### src/sv/eprt_pkg.sv
// shared types and constants of the echo pulse range timer
package eprt_pkg;

	localparam int CFG_INDEX_W = 3;
	localparam int CFG_DATA_W  = 16;
	localparam int DIST_W      = 24;

	localparam logic [DIST_W-1:0] DIST_MAX = {DIST_W{1'b1}};

	// register indexes
	localparam logic [CFG_INDEX_W-1:0] REG_SENSOR_ENABLED = 3'd0;
	localparam logic [CFG_INDEX_W-1:0] REG_SETTLE_TICKS   = 3'd1;
	localparam logic [CFG_INDEX_W-1:0] REG_PULSE_TICKS    = 3'd2;
	localparam logic [CFG_INDEX_W-1:0] REG_TIMEOUT_TICKS  = 3'd3;
	localparam logic [CFG_INDEX_W-1:0] REG_SCALE_Q16      = 3'd4;

	// register reset values
	localparam logic        RST_SENSOR_ENABLED = 1'b0;
	localparam logic [7:0]  RST_SETTLE_TICKS   = 8'd2;
	localparam logic [7:0]  RST_PULSE_TICKS    = 8'd20;
	localparam logic [15:0] RST_TIMEOUT_TICKS  = 16'd20000;
	localparam logic [15:0] RST_SCALE_Q16      = 16'd1124;

	// status codes
	localparam logic [1:0] ST_OK        = 2'd0;
	localparam logic [1:0] ST_NO_RISE   = 2'd1;
	localparam logic [1:0] ST_STUCK     = 2'd2;
	localparam logic [1:0] ST_NOT_READY = 2'd3;

	typedef enum logic [4:0] {
		PH_IDLE   = 5'b00001,
		PH_SETTLE = 5'b00010,
		PH_PULSE  = 5'b00100,
		PH_WAIT   = 5'b01000,
		PH_MEAS   = 5'b10000
	} phase_t;

	typedef struct packed {
		logic        sensor_enabled;
		logic [7:0]  settle_ticks;
		logic [7:0]  pulse_ticks;
		logic [15:0] timeout_ticks;
		logic [15:0] scale_q16;
	} cfg_t;

	typedef struct packed {
		logic              trigger_out;
		logic              busy_res;
		logic              done_res;
		logic [1:0]        status;
		logic [DIST_W-1:0] distance_q8;
	} result_t;

endpackage

### src/sv/eprt_if.sv
// handshake channels for tick beats and result beats
interface eprt_item_if;
	logic valid;
	logic ready;
	logic start_req;
	logic echo_level;

	modport source (output valid, output start_req, output echo_level, input ready);
	modport sink (input valid, input start_req, input echo_level, output ready);
endinterface

interface eprt_result_if;
	logic        valid;
	logic        ready;
	logic        trigger_out;
	logic        busy_res;
	logic        done_res;
	logic [1:0]  status;
	logic [23:0] distance_q8;

	modport source (output valid, output trigger_out, output busy_res, output done_res,
		output status, output distance_q8, input ready);
	modport sink (input valid, input trigger_out, input busy_res, input done_res,
		input status, input distance_q8, output ready);
endinterface

### src/sv/eprt_step.sv
// measurement sequencer: per-tick phase update and result computation
module eprt_step #(
	parameter int COUNT_WIDTH = 16
) (
	input  logic              clk,
	input  logic              arst_n,
	input  logic              step,
	input  logic              start_req,
	input  logic              echo_level,
	input  eprt_pkg::cfg_t    cfg,
	output eprt_pkg::result_t res
);
	import eprt_pkg::*;

	localparam int CW = COUNT_WIDTH;
	localparam int TW = (CW > 16) ? CW : 16;
	localparam int PW = CW + 16;

	phase_t          phase_q;
	logic [CW-1:0]   phase_count_q;
	logic [CW-1:0]   echo_duration_q;

	phase_t          ph;
	logic [CW-1:0]   cnt;
	logic [CW-1:0]   cnt_inc;
	logic [CW-1:0]   dur;
	logic            fin;
	result_t         r;

	logic [15:0]     tmo_raw;
	logic [TW-1:0]   tmo_ext;
	logic [TW-1:0]   tmo_cap;
	logic [CW-1:0]   tmo;
	logic [7:0]      pulse_len;
	logic [PW-1:0]   prod;
	logic [PW-1:0]   prod_sh;
	logic [DIST_W-1:0] dist_sat;

	// effective timeout: zero acts as one, clamp to counter range
	assign tmo_raw   = (cfg.timeout_ticks == 16'd0) ? 16'd1 : cfg.timeout_ticks;
	assign tmo_ext   = TW'(tmo_raw);
	assign tmo_cap   = (tmo_ext > TW'({CW{1'b1}})) ? TW'({CW{1'b1}}) : tmo_ext;
	assign tmo       = tmo_cap[CW-1:0];
	assign pulse_len = (cfg.pulse_ticks == 8'd0) ? 8'd1 : cfg.pulse_ticks;

	// distance only ever computed on the stored duration
	assign prod     = PW'(echo_duration_q) * PW'(cfg.scale_q16);
	assign prod_sh  = prod >> 8;
	assign dist_sat = (prod_sh > PW'(DIST_MAX)) ? DIST_MAX : prod_sh[DIST_W-1:0];

	always_comb begin
		ph      = phase_q;
		cnt     = phase_count_q;
		dur     = echo_duration_q;
		cnt_inc = '0;
		fin     = 1'b0;
		r       = '0;
		r.status = ST_OK;

		if (ph == PH_IDLE) begin
			if (!start_req) begin
				fin = 1'b1;
			end else if (!cfg.sensor_enabled) begin
				r.done_res = 1'b1;
				r.status   = ST_NOT_READY;
				fin        = 1'b1;
			end else begin
				ph  = PH_SETTLE;
				cnt = '0;
			end
		end

		if (!fin && ph == PH_SETTLE) begin
			if (cnt < CW'(cfg.settle_ticks)) begin
				cnt        = cnt + 1'b1;
				r.busy_res = 1'b1;
				fin        = 1'b1;
			end else begin
				ph  = PH_PULSE;
				cnt = '0;
			end
		end

		if (!fin && ph == PH_PULSE) begin
			if (cnt < CW'(pulse_len)) begin
				cnt           = cnt + 1'b1;
				r.trigger_out = 1'b1;
				r.busy_res    = 1'b1;
				fin           = 1'b1;
			end else begin
				ph  = PH_WAIT;
				cnt = '0;
			end
		end

		if (!fin && ph == PH_WAIT) begin
			if (!echo_level) begin
				cnt_inc = cnt + 1'b1;
				if (cnt_inc >= tmo) begin
					ph         = PH_IDLE;
					cnt        = '0;
					r.done_res = 1'b1;
					r.status   = ST_NO_RISE;
				end else begin
					cnt        = cnt_inc;
					r.busy_res = 1'b1;
				end
				fin = 1'b1;
			end else begin
				ph  = PH_MEAS;
				cnt = '0;
				dur = '0;
			end
		end

		if (!fin && ph == PH_MEAS) begin
			if (echo_level) begin
				dur = dur + 1'b1;
				if (dur >= tmo) begin
					ph         = PH_IDLE;
					r.done_res = 1'b1;
					r.status   = ST_STUCK;
				end else begin
					r.busy_res = 1'b1;
				end
			end else begin
				ph            = PH_IDLE;
				cnt           = '0;
				r.done_res    = 1'b1;
				r.distance_q8 = dist_sat;
			end
		end
	end

	assign res = r;

	always_ff @(posedge clk or negedge arst_n) begin
		if (!arst_n) begin
			phase_q         <= PH_IDLE;
			phase_count_q   <= '0;
			echo_duration_q <= '0;
		end else if (step) begin
			phase_q         <= ph;
			phase_count_q   <= cnt;
			echo_duration_q <= dur;
		end
	end

endmodule

### src/sv/eprt_outreg.sv
// result register stage driving the result channel
module eprt_outreg (
	input  logic              clk,
	input  logic              arst_n,
	input  logic              load,
	input  eprt_pkg::result_t res,
	output logic              can_load,
	eprt_result_if.source     result
);
	import eprt_pkg::*;

	logic    valid_s2;
	result_t res_s2;

	assign can_load = !valid_s2 || result.ready;

	always_ff @(posedge clk or negedge arst_n) begin
		if (!arst_n) begin
			valid_s2 <= 1'b0;
		end else if (can_load) begin
			valid_s2 <= load;
		end
	end

	always_ff @(posedge clk) begin
		if (load && can_load) begin
			res_s2 <= res;
		end
	end

	assign result.valid       = valid_s2;
	assign result.trigger_out = res_s2.trigger_out;
	assign result.busy_res    = res_s2.busy_res;
	assign result.done_res    = res_s2.done_res;
	assign result.status      = res_s2.status;
	assign result.distance_q8 = res_s2.distance_q8;

endmodule

### src/sv/echo_pulse_range_timer.sv
// Ultrasonic echo ranging timer. Each beat on the item channel is one microsecond tick
// carrying a start request and the sampled echo level; each tick yields exactly one
// result beat with the trigger pin level, busy, a one-tick done flag, a status and the
// distance in 1/256 cm. The block takes one tick per clock cycle while the result channel
// does not stall. The tick sits in an input register; the phase sequencer and the single
// duration-by-scale multiply form the path into the result register, and the phase state
// advances as the tick moves into it. Backpressure on the result channel holds the input
// register and then the item channel. Configuration is written through cfg_we / cfg_index /
// cfg_data; the user must do so only while no measurement runs: the block does not check.
module echo_pulse_range_timer #(
	parameter int COUNT_WIDTH = 16
) (
	input  logic                                clk,
	input  logic                                arst_n,
	input  logic                                cfg_we,
	input  logic [eprt_pkg::CFG_INDEX_W-1:0]    cfg_index,
	input  logic [eprt_pkg::CFG_DATA_W-1:0]     cfg_data,
	eprt_item_if.sink                           item,
	eprt_result_if.source                       result
);
	import eprt_pkg::*;

	cfg_t    cfg_q;
	logic    valid_s1;
	logic    start_s1;
	logic    echo_s1;
	logic    can_load;
	logic    advance;
	result_t step_res;

	always_ff @(posedge clk or negedge arst_n) begin
		if (!arst_n) begin
			cfg_q.sensor_enabled <= RST_SENSOR_ENABLED;
			cfg_q.settle_ticks   <= RST_SETTLE_TICKS;
			cfg_q.pulse_ticks    <= RST_PULSE_TICKS;
			cfg_q.timeout_ticks  <= RST_TIMEOUT_TICKS;
			cfg_q.scale_q16      <= RST_SCALE_Q16;
		end else if (cfg_we) begin
			case (cfg_index)
				REG_SENSOR_ENABLED: cfg_q.sensor_enabled <= cfg_data[0];
				REG_SETTLE_TICKS:   cfg_q.settle_ticks   <= cfg_data[7:0];
				REG_PULSE_TICKS:    cfg_q.pulse_ticks    <= cfg_data[7:0];
				REG_TIMEOUT_TICKS:  cfg_q.timeout_ticks  <= cfg_data;
				REG_SCALE_Q16:      cfg_q.scale_q16      <= cfg_data;
				default: ;
			endcase
		end
	end

	// tick leaves the input register when the result register can take it
	assign advance    = valid_s1 && can_load;
	assign item.ready = !valid_s1 || can_load;

	always_ff @(posedge clk or negedge arst_n) begin
		if (!arst_n) begin
			valid_s1 <= 1'b0;
		end else if (item.ready) begin
			valid_s1 <= item.valid;
		end
	end

	always_ff @(posedge clk) begin
		if (item.ready && item.valid) begin
			start_s1 <= item.start_req;
			echo_s1  <= item.echo_level;
		end
	end

	eprt_step #(
		.COUNT_WIDTH (COUNT_WIDTH)
	) u_step (
		.clk        (clk),
		.arst_n     (arst_n),
		.step       (advance),
		.start_req  (start_s1),
		.echo_level (echo_s1),
		.cfg        (cfg_q),
		.res        (step_res)
	);

	eprt_outreg u_outreg (
		.clk      (clk),
		.arst_n   (arst_n),
		.load     (advance),
		.res      (step_res),
		.can_load (can_load),
		.result   (result)
	);

endmodule

### src/flat_wrapper.sv
// flat-port wrapper written by rule: the top's interface ports become plain ports
module echo_pulse_range_timer_flat import eprt_pkg::*;
#(
	parameter int COUNT_WIDTH = 16
)
  (clk, arst_n, cfg_we, cfg_index, cfg_data, item_valid, item_start_req, item_echo_level, item_ready, result_valid, result_trigger_out, result_busy_res, result_done_res, result_status, result_distance_q8, result_ready);
  eprt_item_if item_i ();
  eprt_result_if result_i ();
  input  logic clk;
  input  logic arst_n;
  input  logic cfg_we;
  input  logic [eprt_pkg::CFG_INDEX_W-1:0] cfg_index;
  input  logic [eprt_pkg::CFG_DATA_W-1:0] cfg_data;
  input wire logic [$bits(item_i.valid)-1:0] item_valid;
  input wire logic [$bits(item_i.start_req)-1:0] item_start_req;
  input wire logic [$bits(item_i.echo_level)-1:0] item_echo_level;
  output wire logic [$bits(item_i.ready)-1:0] item_ready;
  output wire logic [$bits(result_i.valid)-1:0] result_valid;
  output wire logic [$bits(result_i.trigger_out)-1:0] result_trigger_out;
  output wire logic [$bits(result_i.busy_res)-1:0] result_busy_res;
  output wire logic [$bits(result_i.done_res)-1:0] result_done_res;
  output wire logic [$bits(result_i.status)-1:0] result_status;
  output wire logic [$bits(result_i.distance_q8)-1:0] result_distance_q8;
  input wire logic [$bits(result_i.ready)-1:0] result_ready;
  assign item_i.valid = item_valid;
  assign item_i.start_req = item_start_req;
  assign item_i.echo_level = item_echo_level;
  assign item_ready = item_i.ready;
  assign result_valid = result_i.valid;
  assign result_trigger_out = result_i.trigger_out;
  assign result_busy_res = result_i.busy_res;
  assign result_done_res = result_i.done_res;
  assign result_status = result_i.status;
  assign result_distance_q8 = result_i.distance_q8;
  assign result_i.ready = result_ready;
  echo_pulse_range_timer #(.COUNT_WIDTH(COUNT_WIDTH)) u_core (.clk(clk), .arst_n(arst_n), .cfg_we(cfg_we), .cfg_index(cfg_index), .cfg_data(cfg_data), .item(item_i), .result(result_i));
endmodule
### config.mk
export PLATFORM = sky130hd
export DESIGN_NAME = echo_pulse_range_timer_flat
export DESIGN_NICKNAME = d
export VERILOG_FILES = /design/src/sv/eprt_pkg.sv /design/src/sv/eprt_if.sv /design/src/sv/eprt_step.sv /design/src/sv/eprt_outreg.sv /design/src/sv/echo_pulse_range_timer.sv /design/src/flat_wrapper.sv
export SDC_FILE = /design/constraint.sdc
export NUM_CORES = 1
export LEC_CHECK = 0
export BUFFER_PORTS_ARGS = -buffer_cell sky130_fd_sc_hd__buf_2
export CELL_PAD_IN_SITES_DETAIL_PLACEMENT = 2
export CELL_PAD_IN_SITES_GLOBAL_PLACEMENT = 2
export CORE_ASPECT_RATIO = 1.5
export CORE_UTILIZATION = 41
export CTS_CLUSTER_SIZE = 12
export DETAILED_ROUTE_END_ITERATION = 6
export PLACE_DENSITY = 0.87
export SLEW_MARGIN = 10
export SYNTH_ARGS = -nofsm -noshare
export SYNTH_HDL_FRONTEND = slang
export SYNTH_SLANG_ARGS = --single-unit
### constraint.sdc
create_clock -name clk -period 9.51 [get_ports clk]
set_input_delay 0.951 -clock clk [delete_from_list [all_inputs] [get_ports clk]]
set_output_delay 0.951 -clock clk [all_outputs]
set_load 0.02 [all_outputs]
==> PnR_summary.wiki, run 1 <==
{| class="wikitable"
! Metric !! Value
|-
| Run status || finished, final reports clean
|-
| Worst-Skew Late Latency || 470 ps
|-
| Width of the die || 164.3 um
|-
| Max Fclk || 0.1096 GHz
|-
| Warnings from Yosys || 0
|-
| WL/cell || 30.04 um
|-
| Num Clock Sinks || 119
|-
| Element type at the critical path end || flip-flop
|-
| Final-stage net count || 2178
|-
| Hold buffers post-CTS || 0
|-
| Post-place instance area || 16840 um2
|-
| Biggest fanout along the worst timing path || 12
|-
| Clock buffer count from CTS || 17
|-
| Average vias per placed instance || 6.236
|-
| Internal power summed over all cells || 2.685 mW
|-
| Floorplan Core Area || 38760 um2
|-
| Congestion Overflow GR || 0
|-
| P_leak || 8.467 nW
|-
| Count of mapped cells out of synthesis || 1813
|-
| Final critical path time including I/O delays and setup || 9120 ps
|-
| Net switching share of the total power || 55.37%
|-
| Worst path required time || 9910 ps
|-
| Layout Skew || 15.28 ps
|-
| Switching power || 3.331 mW
|-
| Remaining antenna violation count || 0
|-
| First-pass GRT wire length || 105700 um
|-
| Count of unique library cells instantiated by Yosys || 88
|-
| Most frequent cells in the layout || sky130_fd_sc_hd__inv_1, sky130_fd_sc_hd__nand2_1, sky130_fd_sc_hd__fa_1, sky130_fd_sc_hd__ha_1, sky130_fd_sc_hd__and2_1
|-
| Initial core utilization || 41.82%
|-
| Antenna violations before repair || 1
|-
| Dominant cell type by count on the critical path || sky130_fd_sc_hd__nand2_1
|-
| Part of the cycle the worst path needs || 95.90%
|-
| Final-report hold violation count || 0
|-
| Cell area power density || 343.8 nW/um2
|-
| Post-synthesis net count || 2183
|-
| Port buffer count || 56
|-
| Count of inserted antenna diode cells || 0
|-
| Class of the tightest hold or removal check || in -> async
|-
| Total Routing Usage GR || 35.98%
|-
| Number of slew-limit violations in the final report || 0
|-
| Full die area || 40350 um2
|-
| Clk Tree Root Cell || sky130_fd_sc_hd__clkbuf_16
|-
| Setup violators final || 0
|-
| Worst hold margin || 501.0 ps
|-
| Proportion of synthesized flip-flops having asynchronous set or reset || 73.95%
|-
| Relative contribution of combinational cells to total power || 72.7%
|-
| DRC viols || 0
|-
| Area added between synthesis and finish || 7.967%
|-
| H-tree lvl count || 4
|-
| Site Rows || 88
|-
| Clock-pin slew reported for the worst setup and hold paths after clock tree synthesis || 70 ps
|-
| Pin count of the biggest net entering global routing || 48
|-
| Number of global-route vias before repair || 17180
|-
| CTS tree || done
|-
| Worst Path Arrival || 9520 ps
|-
| Mean instance size in the synthesized netlist || 8.940 um2
|-
| Total non-filler cell area in the finished layout || 17500 um2
|-
| IR drop worst, VDD || 0.3903 mV
|-
| Top Ports || 57
|-
| Max cap viols || 0
|-
| Flip-flop and latch count after synthesis || 119
|-
| HPWL after DPL || 49650 um
|-
| Routability cong. || 0.9383
|-
| Share of layout cells above drive strength 1 || 10.71%
|-
| Area of the mapped netlist || 16210 um2
|-
| Total length of routed wires || 69580 um
|-
| Rel. slew slack || 19.91%
|-
| Proportion of power drawn by flip-flops and latches || 15.4%
|-
| Detailed Route Iter0 Violations || 717
|-
| Height of the chip || 245.5 um
|-
| Startpoint types || flip-flop
|-
| Top FF cell, synth || sky130_fd_sc_hd__dfrtp_1
|-
| Maximum cell stage delay along the critical path || 510 ps
|-
| EDFF count, synth || 31
|-
| Clock share of power || 11.9%
|-
| Largest buffer count on any clock path || 2
|-
| Via count || 14440
|-
| Worst-path cell with the longest stage delay || sky130_fd_sc_hd__o311ai_2
|-
| Overall power || 6.016 mW
|-
| Most common cell after layout, fill and taps aside || sky130_fd_sc_hd__inv_1
|-
| 1st-pass router iterations || 5
|-
| Sequential-to-total area share from yosys stat || 19.43%
|-
| Slew of the pin with the lowest slew margin || 1201 ps
|-
| Worst setup path class || reg -> reg
|}
## flip-flops by register name (all words and copies together) (netlist names), 2 cells and up
register and count:
u_core.u_step.phase_q 5, u_core.u_outreg.result.distance_q8 24, u_core.u_step.echo_duration_q 16, u_core.u_step.phase_count_q 16, u_core.u_outreg.result.status 2, u_core.cfg_q 49
## per-layer routing
layer  vias to the layer above  share of wire [%]  GRT usage (%)
met5                         -              0.019              0
met4                         2                8.1          27.70
met3                       352                4.4          5.347
met2                       606                 53          65.79
met1                      7543                 34          36.03
li1                       5939                  -              -
## timing repair
action | CTS | global route
cloned | 0 | 1
pin swaps | 0 | 1
gates resized for setup | 2 | 9
endpoints found under the setup margin | 14 | 22
setup buffers | 0 | 2
## cell usage after synthesis (5+ instances only)
cell type	instances	area, um2
sky130_fd_sc_hd__o21ai_1	6	30.03
sky130_fd_sc_hd__o31ai_1	5	37.54
sky130_fd_sc_hd__nor2b_1	6	37.54
sky130_fd_sc_hd__nor4_1	12	75.07
sky130_fd_sc_hd__a22o_1	5	43.79
sky130_fd_sc_hd__fa_1	193	3864
sky130_fd_sc_hd__inv_1	263	987.2
sky130_fd_sc_hd__o211ai_1	7	52.55
sky130_fd_sc_hd__mux2_2	40	450.4
sky130_fd_sc_hd__o21a_1	7	52.55
sky130_fd_sc_hd__and3_1	6	37.54
sky130_fd_sc_hd__clkbuf_1	88	330.3
sky130_fd_sc_hd__nand2b_1	9	56.30
sky130_fd_sc_hd__a21oi_1	52	260.3
sky130_fd_sc_hd__a211o_1	8	70.07
sky130_fd_sc_hd__a22oi_1	6	45.04
sky130_fd_sc_hd__nand4_1	20	125.1
sky130_fd_sc_hd__dfrtp_1	75	1877
sky130_fd_sc_hd__nand2_1	259	972.2
sky130_fd_sc_hd__a221o_1	5	50.05
sky130_fd_sc_hd__ha_1	151	1889
sky130_fd_sc_hd__mux2i_1	7	70.07
sky130_fd_sc_hd__a21o_1	35	262.8
sky130_fd_sc_hd__a31oi_1	14	87.58
sky130_fd_sc_hd__nor2_1	80	300.3
sky130_fd_sc_hd__buf_1	5	18.77
sky130_fd_sc_hd__o21ai_0	61	305.3
sky130_fd_sc_hd__a211oi_1	8	60.06
sky130_fd_sc_hd__dfstp_2	13	341.6
sky130_fd_sc_hd__nand3_1	31	155.2
sky130_fd_sc_hd__nand3b_1	6	45.04
sky130_fd_sc_hd__o21bai_1	7	52.55
sky130_fd_sc_hd__o31a_1	6	52.55
sky130_fd_sc_hd__or3_1	13	81.33
sky130_fd_sc_hd__xnor2_1	31	271.5
sky130_fd_sc_hd__nor3_1	24	120.1
sky130_fd_sc_hd__edfxtp_1	31	930.9
sky130_fd_sc_hd__and2_1	104	650.6
sky130_fd_sc_hd__xor2_1	30	262.8
## final cells by class
cell class / count / area (um2)
Sequential cell: 119 / 3149
Fill cell: 4231 / 21260
Tap cell: 495 / 619.3
Timing Repair Buffer: 77 / 440.4
Multi-Input combinational cell: 1330 / 11700
Clock buffer: 17 / 425.4
Clock inverter: 15 / 173.9
Inverter: 263 / 987.2
## path summary, 6_finish.rpt
path,from,endpoint,slack (ps),depth (start not counted)
max,u_core.u_step.phase_q[3],u_core.u_step.phase_count_q[10],390,35
max in group asynchronous,arst_n,u_core.cfg_q[17],7840,2
max reg2reg,u_core.u_step.phase_q[3],u_core.u_step.phase_count_q[10],390,35
min,arst_n,u_core.u_step.phase_count_q[15],500,1
min in group clk,u_core.valid_s1,u_core.u_outreg.result.valid,510,1
min reg2reg,u_core.valid_s1,u_core.u_outreg.result.valid,510,1
## through the flow
step | setup slack (ps) | setup TNS, ps | cells | util, %
after floorplan | 1515 | 0 | 1813 | -
after global placement | 752.8 | 0 | 2281 | 43.45
after detailed placement | 115.8 | 0 | 2281 | 43.45
after CTS | 42.00 | 0 | 2313 | 45.01
after global routing | -16.52 | -16.52 | 2316 | 45.15
final | 389.7 | 0 | 2316 | 45.15
## cells by family after synthesis
group | share of synthesized area (%)
flops | 19.43
mux | 3.420
xor+xnor | 3.296
buf+inv | 8.669
simple gates | 18.77
fa+ha+maj | 35.49
compound gates | 10.92
## power groups by stage
stage | clock, mW | combinational (mW) | sequential [mW]
after global placement | 0 | 3.81 | 0.895
after CTS | 0.719 | 4.36 | 0.910
after floorplan | 0 | 2.91 | 0.715
after global routing | 0.735 | 4.72 | 0.928
final | 0.718 | 4.37 | 0.925
after detailed placement | 0 | 4.18 | 0.914
## worst max-delay path: cells and delay by family (launching register included)
family                     cells  cell delay, ps
xor gates and xnor gates       1             140
AOI/OAI and AO/OA             15            3370
adders and majority gates      4            1090
and+or+nand+nor               12            3380
DFF                            1             490
muxes                          1             260
buffers and inverters          2             350
Note: power is estimated with default switching activity, not from simulation.
==> inputs of run 2 (changes only) <==
==> constraint.sdc (replaced) <==
create_clock -name clk -period 8.8 [get_ports clk]
set_input_delay 0.88 -clock clk [delete_from_list [all_inputs] [get_ports clk]]
set_output_delay 0.88 -clock clk [all_outputs]
set_load 0.02 [all_outputs]
==> run 2 against run 1 <==
Global-route usage grew 0.50 points. Count of clock-buffer cells in the layout is the same. Fmax grew 8.3%. Sequential share of layout area shrank 0.14 points. Critical path type unchanged. Worst hold slack lost 110 ps. Clock power grew 5.7%.
==> PnR_summary.wiki, run 2 (same netlist as run 1, synthesis figures left out) <==
{| class="wikitable"
! Metric !! Value
|-
| Width of the die || 164.3 um
|-
| Antenna violations before repair || 1
|-
| Routability cong. || 0.9326
|-
| Count of inserted antenna diode cells || 0
|-
| Clock buffer count from CTS || 17
|-
| Maximum cell stage delay along the critical path || 610 ps
|-
| Congestion Overflow GR || 0
|-
| Most common cell after layout, fill and taps aside || sky130_fd_sc_hd__inv_1
|-
| Setup violators final || 0
|-
| Most frequent cells in the layout || sky130_fd_sc_hd__inv_1, sky130_fd_sc_hd__nand2_1, sky130_fd_sc_hd__fa_1, sky130_fd_sc_hd__ha_1, sky130_fd_sc_hd__and2_1
|-
| Cell area power density || 368.6 nW/um2
|-
| CTS tree || done
|-
| First-pass GRT wire length || 106500 um
|-
| Total Routing Usage GR || 36.49%
|-
| Setup slack, reg-to-reg || 380 ps
|-
| Top Ports || 57
|-
| Biggest fanout along the worst timing path || 14
|-
| Run status || finished, final reports clean
|-
| Full die area || 40350 um2
|-
| HPWL after DPL || 51470 um
|-
| Largest buffer count on any clock path || 2
|-
| Rel. slew slack || 23.34%
|-
| Site Rows || 88
|-
| Max cap viols || 0
|-
| Final core area utilization || 45.49%
|-
| Reg-to-Reg End || u_core.u_step.phase_count_q[10]
|-
| Final-stage net count || 2195
|-
| Average vias per placed instance || 6.168
|-
| IR drop worst, VDD || 0.3923 mV
|-
| Remaining antenna violation count || 0
|-
| Slew of the pin with the lowest slew margin || 1143 ps
|-
| Initial core utilization || 41.82%
|-
| Detailed Route Iter0 Violations || 924
|-
| Filler cell count || 4233
|-
| Max Fclk || 0.1188 GHz
|-
| Floorplan Core Area || 38760 um2
|-
| Overall power || 6.499 mW
|-
| Worst-Skew Late Latency || 480 ps
|-
| Class of the tightest hold or removal check || in -> async
|-
| Worst hold margin || 394.0 ps
|-
| Layout Skew || 25.54 ps
|-
| P_leak || 8.552 nW
|-
| Number of slew-limit violations in the final report || 0
|-
| Worst path required time || 9190 ps
|-
| Startpoint types || flip-flop
|-
| Clock-pin slew reported for the worst setup and hold paths after clock tree synthesis || 60 ps
|-
| Pin count of the biggest net entering global routing || 57
|-
| DRC viols || 0
|-
| Total non-filler cell area in the finished layout || 17630 um2
|-
| Final-report hold violation count || 0
|-
| Total length of routed wires || 70520 um
|-
| Clk Tree Root Cell || sky130_fd_sc_hd__clkbuf_16
|-
| H-tree lvl count || 4
|-
| Worst setup path class || reg -> reg
|-
| Area added between synthesis and finish || 8.785%
|-
| Num Clock Sinks || 119
|-
| Final critical path time including I/O delays and setup || 8418 ps
|-
| Height of the chip || 245.5 um
|-
| Element type at the critical path end || flip-flop
|-
| Worst-path cell with the longest stage delay || sky130_fd_sc_hd__dfrtp_1
|-
| 1st-pass router iterations || 5
|-
| Launch instance of the worst register-to-register path || u_core.u_step.phase_q[1]
|-
| Max FFs per register || 49
|-
| Share of layout cells above drive strength 1 || 11.81%
|-
| Number of global-route vias before repair || 17090
|-
| Post-place instance area || 16970 um2
|-
| WL/cell || 30.23 um
|-
| Via count || 14390
|-
| Worst Path Arrival || 8810 ps
|-
| Largest register by flop count || u_core.cfg_q
|-
| Part of the cycle the worst path needs || 95.66%
|-
| Reg2reg path depth || 34
|-
| Port buffer count || 56
|}
==> run 2: cell types whose count changed in the layout (fill, tap and decap cells not counted), sizes merged <==
cell	previous run	this run
buf	77	95
a21oi	53	52
==> run 2: stage by stage <==
step	std cells	TNS (ps)	worst slack [ps]
2_1_floorplan	1813	0	804.8
3_3_place_gp	2298	0	644.7
3_5_place_dp	2298	-460.7	-114.5
4_1_cts	2330	0	12.87
5_1_grt	2333	-6.843	-6.339
6_report	2333	0	382.0
==> run 2: worst max-delay path by stage <==
| stage | startpoint | to | slack, ps | depth (start not counted) |
|---|---|---|---|---|
| 3_3_place_gp | u_core.u_step.phase_q[3] | u_core.u_step.phase_count_q[15] | 640 | 36 |
| 4_1_cts | u_core.u_step.phase_q[3] | u_core.u_step.phase_count_q[14] | 10 | 36 |
| 6_report | u_core.u_step.phase_q[1] | u_core.u_step.phase_count_q[10] | 380 | 34 |
| 2_1_floorplan | u_core.u_step.phase_q[0] | u_core.u_step.phase_count_q[10] | 800 | 37 |
| 3_5_place_dp | u_core.u_step.phase_q[1] | u_core.u_step.phase_count_q[10] | -110 | 36 |
| 5_1_grt | u_core.u_step.phase_q[1] | u_core.u_outreg.result.done_res | -6 | 36 |
==> run 2: metal layers <==
metal / global-route usage [%] / vias to the layer above / part of all wire (%)
li1: - / 5970 / -
met5: 0 / - / 0.020
met1: 36.70 / 7446 / 34
met4: 27.97 / 2 / 8.4
met3: 5.498 / 353 / 4.7
met2: 66.51 / 619 / 53
==> run 2: layout make-up <==
class                      count  area (um2)  share of cell area, %
multi-input combinational   1329       11720                  66.48
sequential                   119        3149                  17.86
inverter                     263       987.2                  5.599
tap                          495       619.3                  3.513
timing repair buffer          95       575.6                  3.264
clock buffer                  17       425.4                  2.413
clock inverter                15       153.9                 0.8728
==> run 2: power by group <==
| part | switching, mW | total, mW | internal, mW |
|---|---|---|---|
| logic | 2.95 | 4.76 | 1.81 |
| clock network | 0.359 | 0.759 | 0.400 |
| registers | 0.290 | 0.977 | 0.687 |
==> run 2: repair_timing <==
| item | 4_1_cts | 5_1_grt |
|---|---|---|
| gates cloned | 0 | 0 |
| resized for setup | 5 | 12 |
| endpoints found under the setup margin | 17 | 23 |
| hold buffers | 0 | 0 |
| buffers inserted | 0 | 3 |
| pin swaps | 0 | 3 |
==> run 2: critical path, delay by kind of cell (launching register included) <==
kind                       cells  cell delay [ps]
xor gates and xnor gates       1              160
and+or+nand+nor               10             2400
adders and majority gates      4             1140
AOI/OAI and AO/OA             15             3230
muxes                          1              250
DFF                            1              610
buffers and inverters          3              520
==> inputs of run 3 (changes only) <==
--- a/config.mk
+++ b/config.mk
@@ -12,7 +12,7 @@
 export CORE_UTILIZATION = 41
 export CTS_CLUSTER_SIZE = 12
 export DETAILED_ROUTE_END_ITERATION = 6
-export PLACE_DENSITY = 0.87
+export PLACE_DENSITY = 0.82
 export SLEW_MARGIN = 10
 export SYNTH_ARGS = -nofsm -noshare
 export SYNTH_HDL_FRONTEND = slang
==> run 3 against run 2 <==
Critical path depth rose by 1. Sequential power fell by 1%. Final area barely moved. Clock skew fell by 9.0 ps. Combinational power fell by 4%. Critical endpoint unchanged.
==> PnR_summary.wiki, run 3 (same netlist as run 1, synthesis figures left out) <==
{| class="wikitable"
! Metric !! Value
|-
| Max Fclk || 0.1206 GHz
|-
| Placed instance count || 2299
|-
| Element type at the critical path end || flip-flop
|-
| Filler cell count || 4259
|-
| Floorplan Core Area || 38760 um2
|-
| Final critical path time including I/O delays and setup || 8295 ps
|-
| Most frequent cells in the layout || sky130_fd_sc_hd__inv_1, sky130_fd_sc_hd__nand2_1, sky130_fd_sc_hd__fa_1, sky130_fd_sc_hd__ha_1, sky130_fd_sc_hd__and2_1
|-
| Largest register by flop count || u_core.cfg_q
|-
| Crit path setup slack, layout || 505.3 ps
|-
| Share of layout cells above drive strength 1 || 11.58%
|-
| Setup total negative slack || 0 ps
|-
| Number of global-route vias before repair || 16700
|-
| Overall power || 6.310 mW
|-
| Full die area || 40350 um2
|-
| Number of slew-limit violations in the final report || 0
|-
| Startpoint types || flip-flop
|-
| CTS tree || done
|-
| Height of the chip || 245.5 um
|-
| Worst setup path class || reg -> reg
|-
| H-tree lvl count || 4
|-
| RSZ-0062 raised after global routing || false
|-
| Part of the cycle the worst path needs || 94.26%
|-
| Average vias per placed instance || 5.916
|-
| Initial core utilization || 41.82%
|-
| Via count || 13820
|-
| Pin count of the biggest net entering global routing || 74
|-
| Clk Tree Root Cell || sky130_fd_sc_hd__clkbuf_16
|-
| Area added between synthesis and finish || 8.723%
|-
| Largest buffer count on any clock path || 2
|-
| Remaining antenna violation count || 0
|-
| Setup slack, reg-to-reg || 510 ps
|-
| Antenna violations before repair || 0
|-
| Worst-Skew Late Latency || 470 ps
|-
| Worst path required time || 9190 ps
|-
| Routability cong. || 0.9401
|-
| Most common cell after layout, fill and taps aside || sky130_fd_sc_hd__inv_1
|-
| Slew of the pin with the lowest slew margin || 998.6 ps
|-
| Final-stage net count || 2196
|-
| DRC viols || 0
|-
| Hold buffers post-CTS || 0
|-
| Maximum cell stage delay along the critical path || 670 ps
|-
| Final-report hold violation count || 0
|-
| P_leak || 8.567 nW
|-
| Final standard cell count with taps included and fillers excluded || 2335
|-
| Clock-pin slew reported for the worst setup and hold paths after clock tree synthesis || 70 ps
|-
| Clock buffer count from CTS || 17
|-
| HPWL after DPL || 48370 um
|-
| Congestion Overflow GR || 0
|-
| IR drop worst, VDD || 0.3851 mV
|-
| WL/cell || 27.72 um
|-
| Class of the tightest hold or removal check || in -> async
|-
| Total length of routed wires || 64740 um
|-
| Cell area power density || 358.1 nW/um2
|-
| Rel. slew slack || 33.43%
|-
| Width of the die || 164.3 um
|-
| Layout Skew || 16.55 ps
|-
| Worst-path cell with the longest stage delay || sky130_fd_sc_hd__dfstp_2
|-
| 1st-pass router iterations || 4
|-
| Worst Path Arrival || 8690 ps
|-
| Setup violators final || 0
|-
| Max FFs per register || 49
|-
| First-pass GRT wire length || 100300 um
|-
| Worst slack at placement || 287.4 ps
|-
| Site Rows || 88
|-
| Biggest fanout along the worst timing path || 12
|-
| Num Clock Sinks || 119
|-
| Max cap viols || 0
|-
| Port buffer count || 56
|-
| Total Routing Usage GR || 33.88%
|-
| Top Ports || 57
|-
| Run status || finished, final reports clean
|-
| Detailed Route Iter0 Violations || 555
|}
run 3: critical path: cells and delay by family, from the launching register on:
family	cells	cell delay [ps]
adders and majority gates	4	1160
DFF	1	670
xor gates and xnor gates	1	160
muxes	1	250
and+or+nand+nor	13	2970
AOI/OAI and AO/OA	14	2610
buffers and inverters	2	390
run 3: area by class of cell:
type	count	area, um2	share of cell area, %
multi-input cells	1329	11690	66.32
clock inverters	15	166.4	0.9443
well taps	495	619.3	3.515
repair buffers	96	583.1	3.309
clock buffers	17	425.4	2.414
inverters	263	987.2	5.602
diodes	1	2.502	0.01420
flip-flops and latches	119	3151	17.88
run 3: report_power, final:
group	total [mW]	internal, mW	switching, mW	leakage [nW]
combinational	4.59	1.78	2.81	6.89
sequential	0.966	0.687	0.279	1.39
clock	0.749	0.385	0.365	0.294
total	6.31	2.85	3.46	8.57
run 3: worst paths after layout:
path | end | cells after the start | startpoint
min in group clk | u_core.cfg_q[32] | 1 | u_core.cfg_q[32]
worst min-delay path | u_core.u_step.phase_count_q[14] | 1 | arst_n
worst min register to register | u_core.cfg_q[32] | 1 | u_core.cfg_q[32]
max in group asynchronous | u_core.u_step.echo_duration_q[14] | 2 | arst_n
worst max-delay path | u_core.u_step.phase_count_q[10] | 35 | u_core.u_step.phase_q[0]
worst max register to register | u_core.u_step.phase_count_q[10] | 35 | u_core.u_step.phase_q[0]
run 3: metrics by stage:
| stage | hold WS, ps | instance area, um2 | util [%] |
|---|---|---|---|
| 2_1_floorplan | 456.9 | 16210 | - |
| 3_3_place_gp | 471.2 | 16980 | 43.80 |
| 3_5_place_dp | 500.0 | 16980 | 43.80 |
| 4_1_cts | 305.6 | 17570 | 45.34 |
| 5_1_grt | 328.8 | 17620 | 45.46 |
| 6_report | 320.5 | 17620 | 45.47 |
run 3: timing repair:
item,in CTS,in global routing
endpoints found under the setup margin,3,21
hold endpoints to repair,0,0
setup buffers,0,3
resized for setup,3,8
pin swaps,0,3
gates cloned,0,0
run 3: metal layers:
layer / global-route usage (%) / up-vias / wire (um)
met1: 34.14 / 7214 / 22730
met3: 4.301 / 229 / 1737
met4: 20.59 / 0 / 4025
li1: - / 5976 / -
met2: 64.74 / 396 / 36240
met5: 0 / - / 0
